<file path="config.mk">
export PLATFORM = sky130hd
export DESIGN_NAME = i2c_slave_buffer_engine
export DESIGN_NICKNAME = d
export VERILOG_FILES = /design/src/i2csbe_pkg.sv /design/src/i2csbe_ram.sv /design/src/i2c_slave_buffer_engine.sv
export VERILOG_INCLUDE_DIRS = /design/src /design/src/src
export SDC_FILE = /design/constraint.sdc
export NUM_CORES = 1
export LEC_CHECK = 0
export BUFFER_PORTS_ARGS = -buffer_cell sky130_fd_sc_hd__buf_2
export CAP_MARGIN = 20
export CELL_PAD_IN_SITES_DETAIL_PLACEMENT = 1
export CELL_PAD_IN_SITES_GLOBAL_PLACEMENT = 1
export CORE_UTILIZATION = 25
export DETAILED_ROUTE_END_ITERATION = 7
export PLACE_DENSITY_LB_ADDON = 0.1
export SLEW_MARGIN = 5
export SYNTH_ARGS = -nofsm -noshare
export SYNTH_HDL_FRONTEND = slang
export SYNTH_SLANG_ARGS = --single-unit
</file>
<file path="constraint.sdc">
create_clock -name clk -period 6.96 [get_ports clk]
set_input_delay 0.348 -clock clk [delete_from_list [all_inputs] [get_ports clk]]
set_output_delay 0.348 -clock clk [all_outputs]
set_load 0.02 [all_outputs]
</file>
<file path="src/i2c_slave_buffer_engine_macros.svh">
// assertion macros for the i2c slave buffer engine
// used by the top level only; expects clk and arst_n in scope
`ifndef I2C_SLAVE_BUFFER_ENGINE_MACROS_SVH
`define I2C_SLAVE_BUFFER_ENGINE_MACROS_SVH

// property that holds at every edge out of reset
`define SBE_ASSERT(lbl, prop, msg) \
	lbl: assert property (@(posedge clk) disable iff (!arst_n) (prop)) else $error(msg);

// same-cycle implication
`define SBE_ASSERT_IMPL(lbl, ante, cons, msg) \
	lbl: assert property (@(posedge clk) disable iff (!arst_n) (ante) |-> (cons)) else $error(msg);

// next-cycle implication
`define SBE_ASSERT_NEXT(lbl, ante, cons, msg) \
	lbl: assert property (@(posedge clk) disable iff (!arst_n) (ante) |=> (cons)) else $error(msg);

`endif

</file>
<file path="src/i2csbe_pkg.sv">
// shared types and constants of the i2c slave buffer engine
// no dependencies
package i2csbe_pkg;

	localparam int BUFFER_DEPTH = 16;
	localparam int AW           = $clog2(BUFFER_DEPTH);
	localparam int CNT_W        = $clog2(BUFFER_DEPTH + 1);
	localparam int RX_COUNT_W   = 5;

	// twi slave status codes
	localparam logic [7:0] ST_SLA_W_ACK    = 8'h60;
	localparam logic [7:0] ST_DATA_RX_ACK  = 8'h80;
	localparam logic [7:0] ST_STOP_RESTART = 8'hA0;
	localparam logic [7:0] ST_SLA_R_ACK    = 8'hA8;
	localparam logic [7:0] ST_DATA_TX_ACK  = 8'hB8;
	localparam logic [7:0] ST_DATA_TX_NACK = 8'hC0;
	localparam logic [7:0] ST_LAST_TX_ACK  = 8'hC8;

	typedef enum logic [1:0] {
		OP_BUS_EVENT  = 2'd0,
		OP_PUSH_TX    = 2'd1,
		OP_RESTART_TX = 2'd2,
		OP_READ_RX    = 2'd3
	} op_t;

	typedef enum logic [1:0] {
		ERR_OK        = 2'd0,
		ERR_BUSY      = 2'd1,
		ERR_RANGE     = 2'd2,
		ERR_NOT_READY = 2'd3
	} err_t;

	typedef struct packed {
		logic       rx_complete;
		logic       rx_busy;
		logic       tx_complete;
		logic       tx_aborted;
		logic       tx_busy;
	} flags_t;

	// input tdata, lowest field in the lowest bits
	typedef struct packed {
		logic [3:0] pad;
		logic [3:0] read_index;
		logic [7:0] host_byte;
		logic [7:0] received_byte;
		logic [7:0] bus_status;
	} item_t;

	// output tdata, lowest field in the lowest bits
	typedef struct packed {
		logic [1:0]            pad;
		logic                  rx_complete_flag;
		logic                  rx_busy_flag;
		logic                  tx_complete_flag;
		logic                  tx_aborted_flag;
		logic                  tx_busy_flag;
		logic [RX_COUNT_W-1:0] rx_count;
		logic [7:0]            read_byte;
		logic [1:0]            error_code;
		logic [7:0]            send_byte;
		logic                  send_valid;
		logic                  ack_next;
	} result_t;

endpackage

</file>
<file path="src/i2csbe_ram.sv">
// simple dual-port synchronous ram, one write and one registered read port
// no dependencies
module i2csbe_ram #(
	parameter int DEPTH = 16,
	parameter int WIDTH = 8
) (
	input  logic                     clk,
	input  logic                     we,
	input  logic [$clog2(DEPTH)-1:0] waddr,
	input  logic [WIDTH-1:0]         wdata,
	input  logic                     re,
	input  logic [$clog2(DEPTH)-1:0] raddr,
	output logic [WIDTH-1:0]         rdata
);

	logic [WIDTH-1:0] mem [DEPTH];
	logic [WIDTH-1:0] rdata_q;

	always_ff @(posedge clk) begin
		if (we) begin
			mem[waddr] <= wdata;
		end
		if (re) begin
			rdata_q <= mem[raddr];
		end
	end

	assign rdata = rdata_q;

endmodule

</file>
<file path="src/i2c_slave_buffer_engine.sv">
// i2c slave buffer engine: twi status events and host accesses on the transmit/receive stores
// a transaction is accepted only in the idle state and held with the store read data registered;
// the execute state then registers its result into the output register, and no new transaction
// is taken until it commits; a stalled output holds the engine in its execute state
// reset (arst_n, asynchronous): pointers, lengths and flags clear; store contents undefined
// depends on i2csbe_pkg, i2csbe_ram and i2c_slave_buffer_engine_macros.svh
`include "i2c_slave_buffer_engine_macros.svh"

module i2c_slave_buffer_engine (
	input  logic        clk,
	input  logic        arst_n,
	// input stream
	input  logic        s_tvalid,
	output logic        s_tready,
	input  logic [31:0] s_tdata,  // bus_status, received_byte, host_byte, read_index, zero pad
	input  logic [1:0]  s_tuser,  // op
	// result stream
	output logic        m_tvalid,
	input  logic        m_tready,
	output logic [31:0] m_tdata   // ack_next, send_valid, send_byte, error_code, read_byte,
	                              // rx_count, tx_busy_flag, tx_aborted_flag, tx_complete_flag,
	                              // rx_busy_flag, rx_complete_flag, zero pad
);

	localparam int AW    = i2csbe_pkg::AW;
	localparam int CNT_W = i2csbe_pkg::CNT_W;

	typedef enum logic {
		ST_IDLE,
		ST_EXEC
	} state_t;

	state_t                     state_q;
	i2csbe_pkg::item_t          item_s1;
	i2csbe_pkg::op_t            op_s1;
	i2csbe_pkg::result_t        m_tdata_q;
	logic                       m_tvalid_q;

	// engine state outside the stores
	logic [CNT_W-1:0]           tx_len_q,  tx_len_nxt;
	logic [CNT_W-1:0]           tx_pos_q,  tx_pos_nxt;
	logic [CNT_W-1:0]           rx_pos_q,  rx_pos_nxt;
	logic [CNT_W-1:0]           rx_len_q,  rx_len_nxt;
	i2csbe_pkg::flags_t         flags_q,   flags_nxt;

	i2csbe_pkg::item_t          in_item;
	i2csbe_pkg::result_t        res;
	logic                       s_fire;
	logic                       exec_fire;
	logic [CNT_W-1:0]           tx_adv;

	// store ports
	logic                       tx_we, rx_we;
	logic [AW-1:0]              tx_waddr, rx_waddr, tx_raddr, rx_raddr;
	logic [7:0]                 tx_wdata, rx_wdata, tx_rdata, rx_rdata;

	// entry lookup for the master read path
	logic                       tx_sel;
	logic [CNT_W-1:0]           entry_pos;

	assign in_item   = i2csbe_pkg::item_t'(s_tdata);
	assign s_tready  = (state_q == ST_IDLE);
	assign s_fire    = s_tvalid && s_tready;
	// the execute cycle commits only when the output register is free or being emptied
	assign exec_fire = (state_q == ST_EXEC) && (!m_tvalid_q || m_tready);

	// tx pointer after a data-acknowledged event, saturating at the depth
	assign tx_adv = (tx_pos_q < CNT_W'(i2csbe_pkg::BUFFER_DEPTH)) ?
		tx_pos_q + CNT_W'(1) : tx_pos_q;

	// read addresses are taken from the arriving transaction and the unchanged state
	always_comb begin
		tx_raddr = '0;
		if (in_item.bus_status == i2csbe_pkg::ST_DATA_TX_ACK) begin
			tx_raddr = tx_adv[AW-1:0];
		end
	end
	assign rx_raddr = AW'(in_item.read_index);

	i2csbe_ram #(
		.DEPTH (i2csbe_pkg::BUFFER_DEPTH),
		.WIDTH (8)
	) u_tx_store (
		.clk   (clk),
		.we    (tx_we),
		.waddr (tx_waddr),
		.wdata (tx_wdata),
		.re    (s_fire),
		.raddr (tx_raddr),
		.rdata (tx_rdata)
	);

	i2csbe_ram #(
		.DEPTH (i2csbe_pkg::BUFFER_DEPTH),
		.WIDTH (8)
	) u_rx_store (
		.clk   (clk),
		.we    (rx_we),
		.waddr (rx_waddr),
		.wdata (rx_wdata),
		.re    (s_fire),
		.raddr (rx_raddr),
		.rdata (rx_rdata)
	);

	// execute: decode the held transaction against the store read data
	always_comb begin
		tx_len_nxt = tx_len_q;
		tx_pos_nxt = tx_pos_q;
		rx_pos_nxt = rx_pos_q;
		rx_len_nxt = rx_len_q;
		flags_nxt  = flags_q;
		res        = '0;
		tx_we      = 1'b0;
		rx_we      = 1'b0;
		tx_waddr   = tx_len_q[AW-1:0];
		rx_waddr   = rx_pos_q[AW-1:0];
		tx_wdata   = item_s1.host_byte;
		rx_wdata   = item_s1.received_byte;
		tx_sel     = 1'b0;
		entry_pos  = '0;

		unique case (op_s1)
			i2csbe_pkg::OP_BUS_EVENT: begin
				res.ack_next = 1'b1;
				unique case (item_s1.bus_status)
					i2csbe_pkg::ST_SLA_W_ACK: begin
						rx_pos_nxt        = '0;
						flags_nxt.rx_busy = 1'b1;
					end
					i2csbe_pkg::ST_DATA_RX_ACK: begin
						if (rx_pos_q < CNT_W'(i2csbe_pkg::BUFFER_DEPTH)) begin
							rx_we        = 1'b1;
							rx_pos_nxt   = rx_pos_q + CNT_W'(1);
							res.ack_next = (rx_pos_nxt < CNT_W'(i2csbe_pkg::BUFFER_DEPTH));
						end else begin
							// no room: byte dropped
							res.ack_next = 1'b0;
						end
					end
					i2csbe_pkg::ST_STOP_RESTART: begin
						flags_nxt.rx_busy     = 1'b0;
						flags_nxt.rx_complete = 1'b1;
						rx_len_nxt            = rx_pos_q;
					end
					i2csbe_pkg::ST_SLA_R_ACK: begin
						flags_nxt.tx_busy = 1'b1;
						tx_pos_nxt        = '0;
						tx_sel            = 1'b1;
						entry_pos         = '0;
					end
					i2csbe_pkg::ST_DATA_TX_ACK: begin
						tx_pos_nxt = tx_adv;
						tx_sel     = 1'b1;
						entry_pos  = tx_adv;
					end
					i2csbe_pkg::ST_DATA_TX_NACK: begin
						flags_nxt.tx_busy    = 1'b0;
						flags_nxt.tx_aborted = 1'b1;
					end
					i2csbe_pkg::ST_LAST_TX_ACK: begin
						flags_nxt.tx_busy     = 1'b0;
						flags_nxt.tx_complete = 1'b1;
					end
					default: begin
						// other status codes leave the state alone
					end
				endcase
			end
			i2csbe_pkg::OP_PUSH_TX: begin
				if (flags_q.tx_busy) begin
					res.error_code = i2csbe_pkg::ERR_BUSY;
				end else if (tx_len_q >= CNT_W'(i2csbe_pkg::BUFFER_DEPTH)) begin
					res.error_code = i2csbe_pkg::ERR_RANGE;
				end else begin
					tx_we      = 1'b1;
					tx_len_nxt = tx_len_q + CNT_W'(1);
				end
			end
			i2csbe_pkg::OP_RESTART_TX: begin
				if (flags_q.tx_busy) begin
					res.error_code = i2csbe_pkg::ERR_BUSY;
				end else begin
					tx_len_nxt            = '0;
					tx_pos_nxt            = '0;
					flags_nxt.tx_aborted  = 1'b0;
					flags_nxt.tx_complete = 1'b0;
				end
			end
			i2csbe_pkg::OP_READ_RX: begin
				if (flags_q.rx_busy) begin
					res.error_code = i2csbe_pkg::ERR_BUSY;
				end else if (!flags_q.rx_complete) begin
					res.error_code = i2csbe_pkg::ERR_NOT_READY;
				end else if (CNT_W'(item_s1.read_index) >= rx_len_q) begin
					res.error_code = i2csbe_pkg::ERR_RANGE;
				end else begin
					res.read_byte = rx_rdata;
				end
			end
			default: begin
			end
		endcase

		// byte for the master: a stored entry, or 0xff once the store runs dry
		if (tx_sel) begin
			res.send_valid = 1'b1;
			if (entry_pos < tx_len_q) begin
				res.send_byte = tx_rdata;
				res.ack_next  = (entry_pos + CNT_W'(1) < tx_len_q);
			end else begin
				res.send_byte = 8'hFF;
				res.ack_next  = 1'b0;
			end
		end

		res.rx_count         = i2csbe_pkg::RX_COUNT_W'(rx_len_nxt);
		res.tx_busy_flag     = flags_nxt.tx_busy;
		res.tx_aborted_flag  = flags_nxt.tx_aborted;
		res.tx_complete_flag = flags_nxt.tx_complete;
		res.rx_busy_flag     = flags_nxt.rx_busy;
		res.rx_complete_flag = flags_nxt.rx_complete;

		// writes land only in a committing execute cycle
		tx_we = tx_we && exec_fire;
		rx_we = rx_we && exec_fire;
	end

	// control state, held transaction and output register
	always_ff @(posedge clk or negedge arst_n) begin
		if (!arst_n) begin
			state_q    <= ST_IDLE;
			m_tvalid_q <= 1'b0;
			m_tdata_q  <= '0;
			item_s1    <= '0;
			op_s1      <= i2csbe_pkg::OP_BUS_EVENT;
			tx_len_q   <= '0;
			tx_pos_q   <= '0;
			rx_pos_q   <= '0;
			rx_len_q   <= '0;
			flags_q    <= '0;
		end else begin
			// drained and not refilled in the same cycle
			if (m_tvalid_q && m_tready && !exec_fire) begin
				m_tvalid_q <= 1'b0;
			end
			unique case (state_q)
				ST_IDLE: begin
					if (s_fire) begin
						item_s1 <= in_item;
						op_s1   <= i2csbe_pkg::op_t'(s_tuser);
						state_q <= ST_EXEC;
					end
				end
				ST_EXEC: begin
					if (exec_fire) begin
						tx_len_q   <= tx_len_nxt;
						tx_pos_q   <= tx_pos_nxt;
						rx_pos_q   <= rx_pos_nxt;
						rx_len_q   <= rx_len_nxt;
						flags_q    <= flags_nxt;
						m_tdata_q  <= res;
						m_tvalid_q <= 1'b1;
						state_q    <= ST_IDLE;
					end
				end
				default: begin
					state_q <= ST_IDLE;
				end
			endcase
		end
	end

	assign m_tvalid = m_tvalid_q;
	assign m_tdata  = m_tdata_q;

	// pointers and lengths never pass the store depth
	`SBE_ASSERT(a_ptr_range, (tx_pos_q <= CNT_W'(i2csbe_pkg::BUFFER_DEPTH)) && (tx_len_q <= CNT_W'(i2csbe_pkg::BUFFER_DEPTH)) && (rx_pos_q <= CNT_W'(i2csbe_pkg::BUFFER_DEPTH)) && (rx_len_q <= CNT_W'(i2csbe_pkg::BUFFER_DEPTH)), "pointer or length beyond store depth")
	// an accepted transaction puts the engine in its execute state in the following cycle
	`SBE_ASSERT_NEXT(a_accept_exec, s_fire, state_q == ST_EXEC, "accepted transaction not executed")
	// store writes only happen while a transaction commits
	`SBE_ASSERT_IMPL(a_write_exec, tx_we || rx_we, exec_fire, "store written outside execute")
	// a result with nothing to send carries a zero send byte
	`SBE_ASSERT_IMPL(a_send_zero, m_tvalid_q && !m_tdata_q.send_valid, m_tdata_q.send_byte == 8'h00, "send byte set without send valid")

endmodule

</file>
# [Word level (Yosys, flattened, before mapping)]
# Memories as Yosys holds them, arrays and structs flattened. A register that Yosys moved wholly into a read port is not among the register bits.
# Cells that the tools add are included.
[word_totals] ram_bits=256 out_inout_bits=34 elab_cells=134 mem_count=2 ff_bits=77 in_bits=38
[classes] add_sub_neg=4 n_bitwise=1 muxes=54 n_reduce_logical=27 magnitude_cmp=7 n_eq_ne=18
[mem_list] name="u_rx_store.mem" depth=16 width=8 read_ports=1 rd_ports_with_merged_regs=1 wr=1 line="i2csbe_ram.sv:16" source="logic [WIDTH-1:0] mem [DEPTH];"
[mem_list] name="u_tx_store.mem" depth=16 width=8 read_ports=1 rd_ports_with_merged_regs=1 wr=1 line="i2csbe_ram.sv:16"
[op_table] operator="8-bit equality test (second input constant)" n=7
[op_table] operator="8-bit two-way mux" n=5
[op_table] operator="5-bit one-hot mux with 2 select lines" n=4
[op_table] operator="5-bit two-way mux" n=7
[op_table] operator="1-bit two-way mux" n=25
[op_table] operator="5-bit by 1-bit adder with 5-bit output (second input constant)" n=4
[op_table] operator="5-bit AND reduction" n=4
[op_table] operator="5-bit < comparator (second input constant)" n=3
[op_table] operator="2-bit two-way mux" n=6
[op_table] operator="4-bit AND reduction" n=3
[op_table] operator="5-bit < comparator" n=2
[op_table] operator="10-bit two-way mux" n=1
[op_table] operator="2-bit nonzero test" n=5
[op_table] operator="8-bit by 7-bit equality test with 1-bit output (second input constant)" n=1
[op_table] operator="2-bit != test (second input constant)" n=4
[op_table] operator="1-bit logical AND" n=6
[op_table] operator="1-bit one-hot mux with 2 select lines" n=3
[op_table] operator="2-bit one-hot mux with 3 select lines" n=1
[op_table] operator="6-bit AND reduction" n=1
[op_table] operator="4-bit by 5-bit >= comparator with 1-bit output" n=1
[op_table] operator="5-bit >= comparator (second input constant)" n=1
[op_table] operator="2-bit equality test (second input constant)" n=2
[op_table] operator="4-bit two-way mux" n=1
[op_table] operator="2-bit by 1-bit != test with 1-bit output (second input constant)" n=2
[op_table] operator="9 further kinds" n=12

# [Longest topological paths before layout]
[depth] depth_word=8 ltp_mapped=16 ltp_nobuf=14

# [Hierarchy]
# Synthesis repeated with hierarchy kept, for this count alone.
[hier_totals] cells_unflattened=817 hier_area_um2=14366.3
[by_module_without_submodules] mod="i2csbe_ram" seq_area_each_um2=4083.9 cells_per_inst=229 area_per_inst_um2=5227.5 n_inst=2
[by_module_without_submodules] mod="i2c_slave_buffer_engine" seq_area_each_um2=1926.8 cells_per_inst=359 area_per_inst_um2=3911.3 n_inst=1

# [Least setup slack after synthesis]
# No wires, ideal clock.
[synth_timing] path_type="reg2reg" start="register tx_pos_q[0]" end="register m_tdata_q, in the netlist m_tdata[0]" arrival_time_ps=2829 path_buffers=2 required_ps=6893 path_slack_ps=4064 synth_period_minus_slack_ps=2896 setup_ps=67 path_stages_with_launch=15 path_cell_list="dfrtp_1 > ha_1 > buf_2 > nor2b_1 > buf_2 > nor2_2 > nor2_1 > ha_1 > xor2_1 > ha_1 > a21o_1 > a21o_1 > a211oi_1 > nand4_1 > nand2_1"
[synth_via] elab_chain_cells=8 word_cells_on_any_way=10 cone_classes="add/sub (2); order compare (3); mux (5)"
[synth_lines] element="from (decl)" line="i2c_slave_buffer_engine.sv:41" source="logic [CNT_W-1:0] tx_pos_q, tx_pos_nxt;"
[synth_lines] element="from (signal assigned)" line="i2c_slave_buffer_engine.sv:258" source="tx_pos_q <= tx_pos_nxt;"
[synth_lines] element="5-bit by 1-bit adder with 5-bit output or 5-bit < comparator (tied branches)" line="i2c_slave_buffer_engine.sv:69, i2c_slave_buffer_engine.sv:68"
[synth_lines] element="5-bit two-way mux *" line="i2c_slave_buffer_engine.sv:68" source="assign tx_adv = (tx_pos_q < CNT_W'(i2csbe_pkg::BUFFER_DEPTH)) ?"
[synth_lines] element="5-bit two-way mux *" line="i2c_slave_buffer_engine.sv:126" source="unique case (item_s1.bus_status)"
[synth_lines] element="5-bit two-way mux *" line="i2c_slave_buffer_engine.sv:123" source="unique case (op_s1)"
[synth_lines] element="5-bit by 1-bit adder with 5-bit output" line="i2c_slave_buffer_engine.sv:210" source="res.ack_next = (entry_pos + CNT_W'(1) < tx_len_q);"
[synth_lines] element="5-bit < comparator" line="i2c_slave_buffer_engine.sv:210"
[synth_lines] element="1-bit two-way mux *" line="i2c_slave_buffer_engine.sv:208" source="if (entry_pos < tx_len_q) begin"
[synth_lines] element="10-bit two-way mux *" line="i2c_slave_buffer_engine.sv:206" source="if (tx_sel) begin"
[synth_lines] element="to (signal assigned)" line="i2c_slave_buffer_engine.sv:262" source="m_tdata_q <= res;"
[synth_lines] element="to (decl)" line="i2c_slave_buffer_engine.sv:36" source="i2csbe_pkg::result_t m_tdata_q;"
# Every way passes the cells marked *; elsewhere a longest branch is shown, timed or not.
# A chain may end at the register's enable or synchronous reset.

# [Final worst setup path]
[layout_timing] start="register tx_pos_q[1]" end="register m_tdata_q, in the netlist m_tdata[0]"
# Same word-level chain as after synthesis.

==> results.sh <==
export IMPL_r2r_cells=13
export IMPL_ant_nets=0
export IMPL_worst_setup_path_type="reg2reg"
export IMPL_hold_viol_final=0
export IMPL_clockBufferDepth=3
export IMPL_overflow=0
export IMPL_post_drt_wl_per_cell_um=23.1
export IMPL_crit_chain="ha_1, nor2b_1, buf_4, nor2_2, nor2_1, ha_1, xor2_1, ha_1, a21o_1, a21o_1, a211oi_1, nand4_1, nand2_1"
export IMPL_n_fill_cell=5926
export IMPL_grtUsageTotal=0.141
export IMPL_portBuffers=65
export IMPL_p_leak_nw=5.96
export IMPL_num_vias=8215
export IMPL_synth_edf_count=272
export IMPL_drive_above_1_share=0.237
export IMPL_total_power_mw=5.09
export IMPL_start_util=0.255
export IMPL_clock_fmax_mhz=258
export IMPL_die_area_um2=59100
export IMPL_maxSlewHeadroom=0.284
export IMPL_crit_path_frequent_cell="ha_1"
export IMPL_cts_root_buf="clkbuf_16"
export IMPL_grt_pass1_vias=8853
export IMPL_wl_um=40600
export IMPL_design_area_um2=17200
export IMPL_synth_top_area_frac=0.562
export IMPL_synth_async_reset_ratio=0.221
export IMPL_finalCriticalPeriod_ns=3.88
export IMPL_critPathRequiredTime_ns=7.45
export IMPL_end_kind="register"
export IMPL_fin_tns_setup_ns=0
export IMPL_dieHeight_um=243
export IMPL_mostFrequentLayoutCells="272 x edfxtp_1, 77 x dfrtp_1, 64 x buf_2"
export IMPL_power_density_nw_per_um2=296
export IMPL_min_to="rx_wdata[3]$_DFFE_PN0P_"
export IMPL_yosys_area_top_type="edfxtp_1"
export IMPL_grt_max_degree=44
export IMPL_rsz0062_at_grt="false"
export IMPL_detail_route_iter0_violations=550
export IMPL_layout_commonest_cell="edfxtp_1"
export IMPL_clock_sinks=349
export IMPL_min_from="s_tdata[11]"
export IMPL_final_nets=1029
export IMPL_finClkSkew_ns=0.0244
export IMPL_worstSetupStartpointType="register"
export IMPL_yosys_cell_types_count=73
export IMPL_slew_viol_final=0
export IMPL_ir_drop_v=0.000176
export IMPL_path_buf_inv=1
export IMPL_place_hpwl_um=26400
export IMPL_rows=87
export IMPL_seq_area_frac_synth=0.695
export IMPL_grt_pass1_wl_um=61200
export IMPL_synth_cells=872
export IMPL_cts_hold_buf=16
export IMPL_drc=0
export IMPL_hold_ws_ns=0.0331
export IMPL_syn_cell_area_um2=14500
export IMPL_whs_path_depth=2
export IMPL_insertion_delay_ns=0.58
export IMPL_min_path_type="in2reg"
export IMPL_dp_slack_ns=3.09
export IMPL_ys_ff_latch=349
export IMPL_cts_resized_gates=0
export IMPL_cp_max_fo=16
export IMPL_clk_pin_slew_ns=0.06
export IMPL_syn_to_final_growth_pct=18.2
export IMPL_synth_ff_type="edfxtp_1"
export IMPL_cp_top_family="adder cells"
export IMPL_antenna_found_initial=0
export IMPL_status="finished, final reports clean"
export IMPL_r2r_setup_slack_ns=3.08
export IMPL_cts_htree_levels=2
export IMPL_cts_made_buffers=43
export IMPL_critical_path_arrival_ns=4.37
export IMPL_place_area_um2=15700
export IMPL_setup_viol=0
export IMPL_core_area_um2=56900
export IMPL_worstMarginPinSlew_ns=1.07
export IMPL_diodes=0
export IMPL_synth_area_leaders="edfxtp_1 56%, dfrtp_1 13%, mux4_2 7.0%"
export IMPL_viasPerCell=4.68
export IMPL_die_width_um=243
export IMPL_cts_tree="done"
export IMPL_maxCapViolCount=0
export IMPL_globalplace_congestion=0.726
export IMPL_post_cts_buffers=0
export IMPL_firstDrtPassIters=5
export IMPL_timing_rr_start="tx_pos_q[1]$_DFFE_PN0P_"
export IMPL_reg2reg_to="m_tdata[0]$_DFFE_PN0P_"
export IMPL_avgSynthCellArea_um2=16.7
export IMPL_ios=72
export IMPL_slowest_stage="dfrtp_1"
export IMPL_setup_ws_ns=3.08
export IMPL_critPathMaxStageDelay_ns=0.72
export IMPL_ys_warn_count=0
export IMPL_fin_crit_sh=0.557
==> flip-flops by register name, indices dropped and copies added (netlist names) <==
register,count
u_rx_store.mem,128
u_tx_store.mem,128
m_tdata,20
item_s1,12
rx_wdata,8
tx_wdata,8
u_rx_store.rdata,8
u_tx_store.rdata,8
flags_q,5
rx_len_q,5
rx_pos_q,5
tx_len_q,5
tx_pos_q,5
op_s1,2
m_tvalid,1
state_q,1
==> worst max path at each step <==
stage / start / to / slack [ns] / cells after the start
floorplan: tx_pos_q[0]$_DFFE_PN0P_ / m_tdata[0]$_DFFE_PN0P_ / 4.06 / 14
global placement: tx_pos_q[1]$_DFFE_PN0P_ / m_tdata[0]$_DFFE_PN0P_ / 3.02 / 13
detailed placement: tx_pos_q[1]$_DFFE_PN0P_ / m_tdata[0]$_DFFE_PN0P_ / 3.09 / 13
CTS: tx_pos_q[1]$_DFFE_PN0P_ / m_tdata[0]$_DFFE_PN0P_ / 3.05 / 13
global route: tx_pos_q[1]$_DFFE_PN0P_ / m_tdata[0]$_DFFE_PN0P_ / 2.82 / 13
finish: tx_pos_q[1]$_DFFE_PN0P_ / m_tdata[0]$_DFFE_PN0P_ / 3.08 / 13
==> through the flow <==
stage | cells | util
3_5_place_dp | 1663 | 0.276
3_3_place_gp | 1663 | 0.276
4_1_cts | 1756 | 0.301
5_1_grt | 1757 | 0.302
2_1_floorplan | 873 | -
6_report | 1757 | 0.302
==> cell families (layout without fill, tap and decap cells) <==
kind of cell	after synthesis	in the layout	synth area share
adders and majority gates	23	23	0.0196
buffers and inverters	64	192	0.0200
xor gates and xnor gates	10	10	0.00784
DFF	349	349	0.695
other	1	2	0.000258
and+or+nand+nor	173	173	0.0645
AOI/OAI and AO/OA	149	149	0.0780
muxes	103	103	0.115
==> cell usage after synthesis (6+ instances only) <==
master    instances
a221o_1           8
o31ai_1           6
and2_1           11
a22oi_1           8
and3_1            7
a221oi_1         17
nor3_1           11
a222oi_1          7
inv_1            18
xor2_1            6
clkbuf_1         23
nor2_1           41
ha_1             22
mux2_2           33
a21o_1           10
mux4_2           45
o21ai_0          24
a31oi_1           7
a22o_1           13
a21oi_1          12
o221ai_1         14
mux2i_1          23
nand3_1           9
buf_2            13
nand2_1          47
edfxtp_1        272
nor2b_1           6
dfrtp_1          77
==> power by group <==
part           leakage, nW  internal (mW)  total (mW)  switching (mW)
sequential            3.41           2.43        2.63           0.198
clock                0.614           1.17        2.05           0.879
combinational         1.94          0.173       0.411           0.238
==> layer usage <==
| layer | up-vias | part of all wire | GRT usage |
|---|---|---|---|
| met5 | - | 0 | 0 |
| met4 | 0 | 0.018 | 0.0394 |
| met3 | 49 | 0.035 | 0.0252 |
| met2 | 139 | 0.45 | 0.218 |
| met1 | 4345 | 0.49 | 0.202 |
| li1 | 3682 | - | - |
==> final cells by class <==
class                           count  area [um2]  area share
Clock buffer                       63        1170      0.0682
Clock inverter                     14         105     0.00612
Inverter                           19        71.3     0.00415
Multi-Input combinational cell    460        4180       0.243
Sequential cell                   349       10100       0.588
Tap cell                          756         946      0.0551
Timing Repair Buffer               96         604      0.0352
Note: power is estimated with default switching activity, not from simulation.
